<file path="src/hdl/nec_ir_pkg.sv">
`default_nettype none

package nec_ir_pkg;

  // Decoder phases.
  localparam logic [2:0] PH_IDLE       = 3'd0;
  localparam logic [2:0] PH_LEAD_MARK  = 3'd1;
  localparam logic [2:0] PH_LEAD_SPACE = 3'd2;
  localparam logic [2:0] PH_BIT_MARK   = 3'd3;
  localparam logic [2:0] PH_BIT_SPACE  = 3'd4;

  // Input operations.
  localparam logic OP_EDGE    = 1'b0;
  localparam logic OP_TIMEOUT = 1'b1;

  // Interval limits in microseconds; every window is exclusive at both ends.
  localparam logic [15:0] LEAD_MARK_MIN  = 16'd8500;
  localparam logic [15:0] LEAD_MARK_MAX  = 16'd9500;
  localparam logic [15:0] LEAD_SPACE_MIN = 16'd4000;
  localparam logic [15:0] LEAD_SPACE_MAX = 16'd5000;
  localparam logic [15:0] BIT_MARK_MIN   = 16'd400;
  localparam logic [15:0] BIT_MARK_MAX   = 16'd700;
  localparam logic [15:0] BIT_SPACE_MIN  = 16'd400;
  localparam logic [15:0] BIT_SPACE_MAX  = 16'd1800;
  localparam logic [15:0] ONE_SPACE_MIN  = 16'd1000;

  localparam int CODE_W    = 32;
  localparam int TABLE_LEN = 21;
  localparam int KEY_COUNT = 21;
  localparam int SEARCH_N  = (KEY_COUNT < TABLE_LEN) ? KEY_COUNT : TABLE_LEN;

  localparam logic [4:0] KEY_MISS = 5'(KEY_COUNT);

  localparam logic [7:0] KEY_TABLE [0:TABLE_LEN-1] = '{
    8'ha2, 8'h62, 8'he2, 8'h22, 8'h02, 8'hc2, 8'he0, 8'ha8, 8'h90, 8'h68, 8'h98,
    8'hb0, 8'h30, 8'h18, 8'h7a, 8'h10, 8'h38, 8'h5a, 8'h42, 8'h4a, 8'h52
  };

  typedef struct packed {
    logic        op;
    logic        edge_rising;
    logic [15:0] elapsed_us;
  } in_item_t;

  typedef struct packed {
    logic              frame_done;
    logic              aborted;
    logic [CODE_W-1:0] frame_code;
    logic [7:0]        command_byte;
    logic [4:0]        key_index;
  } out_item_t;

  // Phase and shift register carried between items.
  typedef struct packed {
    logic [2:0]        phase;
    logic [CODE_W-1:0] code;
  } dec_state_t;

  // The lowest matching position wins, so the scan runs from the top down.
  function automatic logic [4:0] key_lookup(input logic [7:0] cmd);
    logic [4:0] idx;
    idx = KEY_MISS;
    for (int i = SEARCH_N - 1; i >= 0; i--) begin
      if (KEY_TABLE[i] == cmd) begin
        idx = 5'(i);
      end
    end
    return idx;
  endfunction

endpackage

`default_nettype wire

</file>
<file path="src/hdl/nec_ir_step.sv">
`default_nettype none

module nec_ir_step #(
  parameter int FRAME_BITS = 32,
  parameter int CNT_W      = 5
) (
  input  nec_ir_pkg::in_item_t   item,
  input  nec_ir_pkg::dec_state_t cur,
  input  logic [CNT_W-1:0]       cnt,
  output nec_ir_pkg::dec_state_t nxt,
  output logic [CNT_W-1:0]       cnt_nxt,
  output nec_ir_pkg::out_item_t  result
);
  import nec_ir_pkg::*;

  logic [2:0]       phase_eff;
  logic             want_rising;
  logic [CNT_W:0]   count;
  logic [CODE_W-1:0] shifted;
  logic [15:0]      t;

  assign t       = item.elapsed_us;
  assign count   = {1'b0, cnt} + {{CNT_W{1'b0}}, 1'b1};
  assign shifted = {cur.code[CODE_W-2:0], (t > ONE_SPACE_MIN)};

  always_comb begin
    // Unused phase codes behave as idle.
    phase_eff   = (cur.phase > PH_BIT_SPACE) ? PH_IDLE : cur.phase;
    want_rising = (phase_eff == PH_LEAD_MARK) || (phase_eff == PH_BIT_MARK);

    nxt.phase           = phase_eff;
    nxt.code            = cur.code;
    cnt_nxt             = cnt;
    result.frame_done   = 1'b0;
    result.aborted      = 1'b0;
    result.command_byte = 8'd0;
    result.key_index    = KEY_MISS;

    if (item.op == OP_TIMEOUT) begin
      result.aborted = (phase_eff != PH_IDLE);
      nxt.phase      = PH_IDLE;
    end else if (item.edge_rising == want_rising) begin
      unique case (phase_eff)
        PH_IDLE: begin
          cnt_nxt   = '0;
          nxt.code  = '0;
          nxt.phase = PH_LEAD_MARK;
        end
        PH_LEAD_MARK: begin
          if (t > LEAD_MARK_MIN && t < LEAD_MARK_MAX) begin
            nxt.phase = PH_LEAD_SPACE;
          end else begin
            nxt.phase      = PH_IDLE;
            result.aborted = 1'b1;
          end
        end
        PH_LEAD_SPACE: begin
          if (t > LEAD_SPACE_MIN && t < LEAD_SPACE_MAX) begin
            nxt.phase = PH_BIT_MARK;
          end else begin
            nxt.phase      = PH_IDLE;
            result.aborted = 1'b1;
          end
        end
        PH_BIT_MARK: begin
          if (t > BIT_MARK_MIN && t < BIT_MARK_MAX) begin
            nxt.phase = PH_BIT_SPACE;
          end else begin
            nxt.phase      = PH_IDLE;
            result.aborted = 1'b1;
          end
        end
        default: begin
          if (t > BIT_SPACE_MIN && t < BIT_SPACE_MAX) begin
            nxt.code = shifted;
            if (count >= (CNT_W+1)'(FRAME_BITS)) begin
              result.frame_done   = 1'b1;
              cnt_nxt             = '0;
              nxt.phase           = PH_IDLE;
              result.command_byte = shifted[15:8];
              result.key_index    = key_lookup(shifted[15:8]);
            end else begin
              cnt_nxt   = count[CNT_W-1:0];
              nxt.phase = PH_BIT_MARK;
            end
          end else begin
            nxt.phase      = PH_IDLE;
            result.aborted = 1'b1;
          end
        end
      endcase
    end

    result.frame_code = nxt.code;
  end

endmodule

`default_nettype wire

</file>
<file path="src/hdl/nec_ir_frame_decoder.sv">
// NEC infrared remote frame decoder.
// The input channel (in_valid, in_stall, in_data) carries one event per
// transfer: a receiver edge with its polarity and the microseconds since the
// previous edge, or an interval timer timeout. Every event yields exactly one
// result on the output channel (out_valid, out_stall, out_data): the flags for
// a completed frame or an abort, the current 32-bit code and, on a completed
// frame, its command byte and that byte's position in the key table.
// An event is captured in an input register, decoded combinationally and written
// to the output register, from which its result is offered. One event is taken
// every cycle while the output side keeps up; the decoder state advances only
// when a result moves into the output register.
// When the receiver stalls, the result holds in the output register, one more
// event waits in the input register, and in_stall rises after that.
// Reset clears both registers' valid flags and returns the decoder to idle
// with an empty code and bit count; there is no setup sequence.

`default_nettype none

module nec_ir_frame_decoder #(
  parameter int FRAME_BITS = 32
) (
  input  logic                  clk,
  input  logic                  rst_n,
  input  logic                  in_valid,
  output logic                  in_stall,
  input  nec_ir_pkg::in_item_t  in_data,
  output logic                  out_valid,
  input  logic                  out_stall,
  output nec_ir_pkg::out_item_t out_data
);
  import nec_ir_pkg::*;

  localparam int CNT_W = $clog2(FRAME_BITS);

  logic       s1_valid_r;
  in_item_t   s1_data_r;
  logic       out_valid_r;
  out_item_t  out_data_r;
  dec_state_t state_r;
  dec_state_t state_nxt;
  logic [CNT_W-1:0] cnt_r;
  logic [CNT_W-1:0] cnt_nxt;
  out_item_t  result;
  logic       out_free;
  logic       advance;

  assign out_free  = !out_valid_r || !out_stall;
  assign advance   = s1_valid_r && out_free;
  assign in_stall  = s1_valid_r && !out_free;
  assign out_valid = out_valid_r;
  assign out_data  = out_data_r;

  nec_ir_step #(
    .FRAME_BITS (FRAME_BITS),
    .CNT_W      (CNT_W)
  ) u_step (
    .item    (s1_data_r),
    .cur     (state_r),
    .cnt     (cnt_r),
    .nxt     (state_nxt),
    .cnt_nxt (cnt_nxt),
    .result  (result)
  );

  always_ff @(posedge clk) begin
    if (!rst_n) begin
      s1_valid_r  <= 1'b0;
      out_valid_r <= 1'b0;
      state_r     <= '{phase: PH_IDLE, code: '0};
      cnt_r       <= '0;
    end else begin
      if (!in_stall) begin
        s1_valid_r <= in_valid;
      end
      if (out_free) begin
        out_valid_r <= s1_valid_r;
      end
      if (advance) begin
        state_r <= state_nxt;
        cnt_r   <= cnt_nxt;
      end
    end
  end

  always_ff @(posedge clk) begin
    if (in_valid && !in_stall) begin
      s1_data_r <= in_data;
    end
    if (advance) begin
      out_data_r <= result;
    end
  end

  a_flags_exclusive: assert property (@(posedge clk) disable iff (!rst_n)
    out_valid_r |-> !(out_data_r.frame_done && out_data_r.aborted))
    else $error("frame_done and aborted both set");

  a_idle_fields: assert property (@(posedge clk) disable iff (!rst_n)
    (out_valid_r && !out_data_r.frame_done) |->
      (out_data_r.command_byte == 8'd0 && out_data_r.key_index == KEY_MISS))
    else $error("command or key reported without a completed frame");

  a_done_clears: assert property (@(posedge clk) disable iff (!rst_n)
    (advance && result.frame_done) |=> (cnt_r == '0 && state_r.phase == PH_IDLE))
    else $error("decoder not idle after a completed frame");

  a_stall_only_full: assert property (@(posedge clk) disable iff (!rst_n)
    in_stall |-> (s1_valid_r && out_valid_r))
    else $error("input stalled while a register stage is empty");

  a_state_hold: assert property (@(posedge clk) disable iff (!rst_n)
    !advance |=> ($stable(state_r) && $stable(cnt_r)))
    else $error("decoder state changed without a decoded event");

endmodule

`default_nettype wire
</file>
<file path="config.mk">
export PLATFORM = sky130hd
export DESIGN_NAME = nec_ir_frame_decoder
export DESIGN_NICKNAME = d
export VERILOG_FILES = /design/src/hdl/nec_ir_pkg.sv /design/src/hdl/nec_ir_step.sv /design/src/hdl/nec_ir_frame_decoder.sv
export SDC_FILE = /design/constraint.sdc
export NUM_CORES = 1
export LEC_CHECK = 0
export BUFFER_PORTS_ARGS = -buffer_cell sky130_fd_sc_hd__clkbuf_2
export CORE_MARGIN = 1.5
export CORE_UTILIZATION = 40
export CTS_CLUSTER_SIZE = 8
export DETAILED_ROUTE_END_ITERATION = 12
export HOLD_SLACK_MARGIN = 0.08
export SYNTH_ARGS = -nofsm -noshare
export SYNTH_HDL_FRONTEND = slang
export SYNTH_SLANG_ARGS = --single-unit
</file>
<file path="constraint.sdc">
create_clock -name clk -period 5.6 [get_ports clk]
set_input_delay 0.28 -clock clk [delete_from_list [all_inputs] [get_ports clk]]
set_output_delay 0.28 -clock clk [all_outputs]
set_load 0.01 [all_outputs]
</file>
==> run metrics, run 1 <==
status completed; Post-DP HPWL around 6.0 mm; synthesis-to-finish area growth 15.5%; DP Cell Count around 590; Post-CTS Resized 0; clock root cell clkbuf_16; Clock Latency Late Sink 0.35 ns; final hold vios 0; met2 GRT Util between 20% and 30%; Final Power between 1.5 and 2 mW; Setup Crit Path Kind flop to flop; ys flop type edfxtp_1; GR Util met3 3.81%; endpoints failing setup 0; busiest grt layer met2; count of state elements after synthesis 107; Worst Path Arrival 3.18 ns; I/O pins 71; top achievable clock speed 340 MHz; share of post-route cells with drive strength above 1 a little under a quarter; Post-synth ARST share 0%; top cells by area, synth edfxtp_1 41%, dfxtp_1 18%, a22o_1 12%, nor2_1 2.1%, nand2_1 1.4%; first-pass GRT wire length about 15 mm; critical-path maximum fanout 50; Reg power frac 54.7%; Setup TNS 0 ns; YS warnings 0; Clock Sinks about 110; vias in the first global route ~3,200; cts hold-fix bufs 0; Switch Pwr just under 0.4 mW; Comb power frac around 4.7%; maximum VDD drop 0.141 mV; Layout Cells excl Fill 602; EDFF count, synth 65; WP data required around 5.8 ns; Synth Area per Inst between 10 and 15 um2; Placed Area approximately 5100 um2; nets approximately 480; core region area 11,500 um2; Syn Nets approximately 420; Sw Share 24.2%; # fillers 1,052; GPL Wtd Cong 0.911; area leader, netlist edfxtp_1; largest net degree at the start of global routing just over 50; Register-to-Register Setup Slack ~2.7 ns; Tightest Pin Transition between 1 and 1.5 ns; leakage 1.94 nW; gr ovfl total 0; Num CTS Buffers 9; # DRC 0; RSZ-0062 raised after global routing false; antenna cell count 0; vias per cell between 5 and 6; Post-Route WL a little over 9 mm; Tcrit/Tclk final a little over half; critical path capture point type flop; top cell type's share of synthesized area between 40% and 50%; Final Max Slew Viols 0; Die H approximately 110 um; GRT Overall Usage around 15%; Distinct cells, synth 61; antenna violations before repair 0; hold crit path type input port to flop; M1 GR Usage between 10% and 20%; power density over the cells between 200 and 300 nW/um2; Post-CTS Setup Inserts 0; # port buffers 70; First-pass DRT Iterations 5; clock slew at reported path FFs 0.08 ns; max-cap viol count 0; vias post-DR 3,419; antenna-violating nets left 0; Iter 0 DRT Violations 209; clock power share between 40% and 50%; most instantiated library cell after synthesis edfxtp_1; routed len/inst roughly 15 um; Synth Cell Area approximately 4700 um2; Clock H-tree levels 3; Initial Utilization between 40 and 50%; Critical Path Source Type flop; sequential share of the synthesized area ~59%; die area roughly 12,000 um2; Slew headroom between 20 and 30%; Longest Clk Path Bufs 2; skew final 0.0122 ns; cell area after layout around 5400 um2; Post-synth top cells 65 x edfxtp_1, 63 x a22o_1, 42 x dfxtp_1, 27 x nor2_1, 17 x nand2_1; Final Critical Period between 2 and 3 ns; Int Power roughly 1.2 mW; # rows 39; Chip Width between 100 and 150 um; CTS tree yes; Synth Instances 398
[per-stage QoR]
stage | setup slack (ns) | util [%] | hold slack (ns)
after floorplan | 2.86 | - | 0.379
final | 2.66 | 47.5 | 0.105
after detailed placement | 2.62 | 44.7 | 0.459
after CTS | 2.64 | 47.5 | 0.0936
after global routing | 2.44 | 47.5 | 0.0858
after global placement | 2.79 | 44.7 | 0.453
[power groups by stage]
stage | Sequential, mW | Combinational, mW | Clock [mW]
after floorplan | 0.896 | 0.0376 | 0
after global placement | 0.891 | 0.0742 | 0
after detailed placement | 0.893 | 0.0760 | 0
after CTS | 0.874 | 0.0763 | 0.665
after global routing | 0.878 | 0.0830 | 0.696
final | 0.874 | 0.0750 | 0.648
[critical path, stage by stage, from the launching register on]
cell and delay, ns:
dfxtp_1 0.34, a21bo_2 0.27, inv_2 0.77, nand2_1 0.24
nor2_1 0.42, a21oi_2 0.26, buf_4 0.27, a22o_1 0.25
[sequential cells by signal, indices dropped and copies added, names as in the netlist]
name / cells
out_data: 47
state_r: 35
s1_data_r: 18
cnt_r: 5
out_valid: 1
s1_valid_r: 1
[logic make-up (layout without fill, tap and decap cells)]
family          after synthesis  in the layout  share of synthesized area (%)
fa+ha+maj                     1              1                          0.265
flops                       107            107                           59.2
xor+xnor                      6              6                           1.11
compound gates              127            127                           21.8
simple gates                120            120                           13.7
buf+inv                      37             98                           3.87
[layer usage]
metal	share of wire (%)	wire (um)	up-vias
met5	0	0	-
met4	1.0	93	0
met3	4.2	390	9
met2	49	4470	98
met1	46	4250	1637
li1	-	-	1675
[worst paths after layout]
check	startpoint	end	cells after the start
max	s1_valid_r$_SDFFE_PN0N_	state_r[4]$_SDFFE_PN0P_	7
max reg2reg	s1_valid_r$_SDFFE_PN0N_	state_r[4]$_SDFFE_PN0P_	7
min reg2reg	s1_valid_r$_SDFFE_PN0N_	out_valid$_SDFFE_PN0N_	2
min	in_data[6]	s1_data_r[6]$_DFFE_PP_	1
[layout make-up]
type / count / area [um2] / area share [%]
Inverter: 7 / 26.3 / 0.483
Sequential cell: 107 / 2790 / 51.3
Clock inverter: 7 / 88.8 / 1.63
Clock buffer: 9 / 225 / 4.14
Tap cell: 143 / 179 / 3.29
Multi-Input combinational cell: 254 / 1750 / 32.1
Timing Repair Buffer: 75 / 388 / 7.12
[cells in the final DEF (no fill, tap or decap), types with 3 or more instances in the layout]
cell	netlist	final
clkbuf_2	0	70
and3_1	7	7
o2111ai_1	3	3
o21ai_0	12	12
inv_1	7	6
edfxtp_1	65	65
nand3_1	11	11
nand4_1	4	4
nor4_1	7	7
and2_1	9	9
nand2_1	17	17
a22o_1	63	63
a31oi_1	6	6
xnor2_1	5	5
a21oi_1	10	10
clkbuf_16	0	9
buf_4	0	5
dfxtp_1	42	42
a21boi_0	3	3
nor2b_1	4	4
nor3_1	11	10
or2_2	4	4
nand2b_1	6	6
nor2_1	27	27
or3_1	3	3
Power figures use the tool's default switching activity.
==> inputs of run 2 (changes only) <==
- ABC_AREA: default -> 1
- clock period: 5.6 -> 2.5 ns (I/O delays scaled with it)
==> run 2 against run 1 <==
Net effect: non-clock buffer count rose by 23; worst setup slack got worse by 2.3 ns; area after synthesis increased by 18%; highest routed layer unchanged; core utilization is 1.6 points higher; die area up 17%; worst hold slack improved by 0.38 ns; fmax up 37%; global-route usage increased by 3.0 points; wire length up 35%; cell count grew 60%; sequential power grew 130%.
==> run metrics, run 2 <==
status completed; Clock H-tree levels 3; max-cap viol count 0; final core utilization 49.1%; Post-CTS Resized 0; hold crit path type input port to flop; Crit-path slowest cell edfxtp_1; Critical Path Source Type flop; die area 14,600 um2; share of post-route cells with drive strength above 1 about 18%; Worst setup startpoint s1_data_r[11]$_DFFE_PP_; Longest Clk Path Bufs 2; Comb power frac ~12%; # port buffers 70; max reg flops 47; top achievable clock speed 464 MHz; Clock Latency Late Sink 0.36 ns; Initial Utilization about two fifths; I/O pins 71; Setup Crit Path Kind flop to flop; Synth Cell Area 5550 um2; Synth Instances between 600 and 700; Chip Width between 100 and 150 um; critical-path maximum fanout 23; worst hold slack between 0.4 and 0.5 ns; Int Power 2.92 mW; routed len/inst between 10 and 15 um; GRT Overall Usage around 18%; Post-synth ARST share 0%; top cells by area, synth edfxtp_1 35%, dfxtp_1 15%, nand2_1 12%, inv_1 7.0%, a21oi_1 4.1%; maximum VDD drop 0.278 mV; Post-Route WL 12.4 mm; Final Critical Period about 2.2 ns; Iter 0 DRT Violations ~430; most frequent cells in the layout 171 x nand2_1, 103 x inv_1, 70 x clkbuf_2; Worst Setup EP state_r[4]$_SDFFE_PN0P_; vias per cell 4.93; cells along the critical path nor2_2 -> nand2_1 -> nor2_1 -> nand2_4 -> nand2_4 -> buf_4 -> o21ai_1 -> nand2_1 -> nand2_2 -> o21ai_1 -> inv_1; Crit. path cell count 11; Switch Pwr just over 1 mW; antenna-violating nets left 0; Sw Share ~26%; Worst Path Arrival approximately 2.4 ns; leakage approximately 3.0 nW; # DRC 0; First-pass DRT Iterations 5; core region area around 13,000 um2; Tcrit/Tclk final between 80% and 90%; critical path capture point type flop; WP data required 2.75 ns; Num CTS Buffers 9; reg2reg path depth 11; clock power share around 37%; Setup TNS 0 ns; Synth Area per Inst about 7.9 um2; gr ovfl total 0; Final Power slightly below 4 mW; power density over the cells 600 nW/um2; largest net degree at the start of global routing 57; area leader, netlist edfxtp_1; EDFF count, synth 65; count of state elements after synthesis about 110; first-pass GRT wire length 20.9 mm; Distinct cells, synth 35; antenna violations before repair 0; worst stage delay on the critical path 0.43 ns; Post-CTS Setup Inserts 0; most instantiated library cell after synthesis nand2_1; skew final ~0.0075 ns; RR Startpoint s1_data_r[11]$_DFFE_PP_; Final Max Slew Viols 0; final hold vios 0; Register-to-Register Setup Slack 0.35 ns; endpoints failing setup 0; Die H about 120 um; vias in the first global route ~4,400; Syn Nets 721; r2r endpoint state_r[4]$_SDFFE_PN0P_; sequential share of the synthesized area 50.3%; YS warnings 0; GPL Wtd Cong approximately 0.88; antenna cell count 0; Post-synth top cells 171 x nand2_1, 103 x inv_1, 65 x edfxtp_1, 60 x nor2_1, 45 x a21oi_1; most common cell after layout, fill and taps aside nand2_1; Reg power frac around 51%; synthesis-to-finish area growth 18.7%; ys flop type edfxtp_1; clock slew at reported path FFs 0.07 ns; family with the most delay on the worst path simple AND/OR/NAND/NOR gates; Clock Sinks 107; Slew headroom a little over half; vias post-DR about 4,700; clock root cell clkbuf_16; WP buf/inv 2; nets 805; CTS tree yes; top cell type's share of synthesized area 35.2%; Post-DP HPWL roughly 8.6 mm; # rows 42; Tightest Pin Transition 0.708 ns; RSZ-0062 raised after global routing false
run 2: routing by layer:
layer | part of all wire, % | vias up | track usage [%]
met5 | 0 | - | 0
met4 | 2.0 | 0 | 7.57
met3 | 4.7 | 17 | 2.59
met2 | 48 | 129 | 30.0
met1 | 46 | 2156 | 23.3
li1 | - | 2443 | -
run 2: kinds of logic (layout without fill, tap and decap cells):
family / Yosys count / count (layout) / share of synthesized area [%]
fa+ha+maj: 1 / 1 / 0.226
flops: 107 / 107 / 50.3
compound gates: 135 / 135 / 14.1
simple gates: 319 / 319 / 25.2
buf+inv: 134 / 223 / 9.81
xor+xnor: 2 / 2 / 0.316
run 2: cell type report:
class | count | area [um2]
inverters | 109 | 409
fillers | 1314 | 6820
clock inverters | 6 | 72.6
clock buffers | 10 | 229
well taps | 176 | 220
flip-flops and latches | 107 | 2790
repair buffers | 98 | 638
multi-input cells | 457 | 2220
run 2: per-stage QoR:
stage / setup slack [ns] / area, um2 / cells
6_report: 0.347 / 6580 / 963
5_1_grt: 0.145 / 6580 / 963
4_1_cts: 0.315 / 6580 / 963
3_5_place_dp: 0.326 / 6070 / 926
3_3_place_gp: 0.408 / 6070 / 926
2_1_floorplan: 0.692 / 5550 / 698
run 2: how the worst min path moves through the flow:
stage	start	to	cells past startpoint
after floorplan	in_data[0]	s1_data_r[0]$_DFFE_PP_	0
after global placement	in_data[9]	s1_data_r[9]$_DFFE_PP_	1
after detailed placement	in_data[16]	s1_data_r[16]$_DFFE_PP_	1
after CTS	in_data[16]	s1_data_r[16]$_DFFE_PP_	2
after global routing	in_data[6]	s1_data_r[6]$_DFFE_PP_	2
final	in_data[17]	s1_data_r[17]$_DFFE_PP_	2
run 2: power by group through the flow:
stage | sequential [mW] | combinational, mW | clock [mW]
CTS | 2.03 | 0.455 | 1.50
finish | 2.03 | 0.454 | 1.47
global placement | 2.07 | 0.424 | 0
detailed placement | 2.07 | 0.428 | 0
floorplan | 2.07 | 0.291 | 0
global route | 2.04 | 0.516 | 1.58
run 2: timing repair:
| action | in CTS | in global routing |
|---|---|---|
| setup endpoints to repair | 0 | 0 |
| hold buffers | 21 | 0 |
| endpoints found under the hold margin | 23 | 0 |
==> inputs of run 3 (changes only) <==
- ABC_AREA: 1 -> default
- CTS_CLUSTER_DIAMETER: default -> 50
- GPL_ROUTABILITY_DRIVEN: default -> 1
==> run 3 against run 2 <==
Net effect: fmax is 10% lower; power is 10% lower; wire length is 22% lower; die area is 15% lower; critical path type unchanged; largest power group unchanged.
==> run metrics, run 3 (synthesized netlist as in run 1, its figures left out) <==
vias post-DR about 3,600; Tcrit/Tclk final a little over nine tenths; # DRC 0; clock slew at reported path FFs roughly 0.070 ns; # port buffers 70; reg2reg path depth 5; top achievable clock speed ~420 MHz; max reg flops 47; skew final 0.00703 ns; critical-path maximum fanout 4; vias in the first global route 3,417; most frequent cells in the layout 70 x clkbuf_2, 65 x edfxtp_1, 63 x a22o_1; Post-DP HPWL 6.25 mm; gr ovfl total 0; nets around 520; final core utilization 50.7%; Clock Sinks ~110; GPL Wtd Cong approximately 0.86; final hold vios 0; leakage 2.11 nW; clock root cell clkbuf_16; most common cell after layout, fill and taps aside clkbuf_2; CTS tree yes; vias per cell ~5.6; first-pass GRT wire length around 16 mm; maximum VDD drop just over 0.3 mV; critical path capture point type flop; synthesis-to-finish area growth 23.3%; Setup TNS 0 ns; Register-to-Register Setup Slack 0.11 ns; hold path startpoint rst_n; RSZ-0062 raised after global routing false; Final Critical Period 2.39 ns; Longest Clk Path Bufs 2; First-pass DRT Iterations 4; Die H 112 um; area of the multi-input gates ~1800 um2; Critical Path Source Type flop; Iter 0 DRT Violations around 260; Tightest Pin Transition about 0.68 ns; # rows 39; core region area approximately 11,000 um2; hold crit path type input port to flop; Worst Path Arrival 2.48 ns; Post-Route WL between 9 and 10 mm; antenna cell count 0; power density over the cells 609 nW/um2; die area 12,500 um2; antenna violations before repair 0; routed len/inst 15.1 um; Chip Width approximately 110 um; antenna-violating nets left 0; Clock Latency Late Sink 0.34 ns; share of post-route cells with drive strength above 1 25.4%; Initial Utilization slightly above 40%; WHS Endpoint cnt_r[1]$_SDFFE_PN0P_; Final Max Slew Viols 0; Setup Crit Path Kind flop to flop; status completed; Clock H-tree levels 3; Seq. cell area between 2000 and 3000 um2; Num CTS Buffers 9; Hold Crit Depth 2; GRT Overall Usage between 10% and 20%; Slew headroom 54.2%; endpoints failing setup 0; I/O pins 71; max-cap viol count 0; RR Startpoint s1_data_r[14]$_DFFE_PP_; # fillers ~1,000; WP data required between 2 and 3 ns; r2r endpoint out_data[45]$_DFFE_PP_; largest net degree at the start of global routing 50
## run 3: per-layer routing
| metal | track usage, % | vias to the layer above | wire, um |
|---|---|---|---|
| met5 | 0 | - | 0 |
| met4 | 5.74 | 0 | 130 |
| met3 | 3.32 | 12 | 393 |
| met2 | 27.3 | 90 | 4900 |
| met1 | 20.4 | 1761 | 4250 |
| li1 | - | 1747 | - |
## run 3: critical path: stages, from the launching register on
cell       delay, ns
edfxtp_1        0.39
or3_4           0.41
or2_1           0.26
or4_1           0.55
a2111oi_0       0.42
a21oi_1         0.12
## run 3: cell type report
| class | instances | area share [%] |
|---|---|---|
| sequential | 107 | 48.0 |
| multi-input combinational | 254 | 30.3 |
| timing repair buffer | 113 | 13.1 |
| clock buffer | 11 | 4.17 |
| tap | 143 | 3.08 |
| clock inverter | 5 | 0.775 |
| inverter | 7 | 0.516 |
## run 3: what timing repair did
action	4_1_cts	5_1_grt
hold endpoints to repair	20	0
hold buffers	20	0
gates resized for setup	0	3
endpoints found under the setup margin	0	2
setup buffers	0	6
## run 3: power by group
group	total (mW)	switching (mW)	internal (mW)
sequential	1.95	0.0307	1.92
combinational	0.219	0.123	0.0966
clock	1.37	0.647	0.720
total	3.54	0.800	2.74
## run 3: worst max-delay path by stage
stage                                       start                   endpoint  cells past startpoint
after global routing       s1_data_r[4]$_DFFE_PP_   state_r[16]$_SDFFE_PN0P_                      8
after global placement    s1_data_r[14]$_DFFE_PP_  out_data[3]$_SDFFCE_PP0P_                      6
after floorplan           s1_data_r[14]$_DFFE_PP_     out_data[28]$_DFFE_PP_                      7
final                     s1_data_r[14]$_DFFE_PP_     out_data[45]$_DFFE_PP_                      5
after CTS                 s1_data_r[14]$_DFFE_PP_  out_data[3]$_SDFFCE_PP0P_                      6
after detailed placement  s1_data_r[14]$_DFFE_PP_  out_data[3]$_SDFFCE_PP0P_                      6
## run 3: metrics by stage
stage	total power, mW	area, um2	hold WS (ns)	setup WS, ns	instances
2_1_floorplan	2.09	4720	0.224	0.173	398
3_3_place_gp	2.18	5260	0.303	0.121	598
3_5_place_dp	2.18	5260	0.304	0.0914	598
4_1_cts	3.56	5750	0.0842	0.0759	634
5_1_grt	3.69	5810	0.114	0.0244	640
6_report	3.54	5810	0.0887	0.106	640
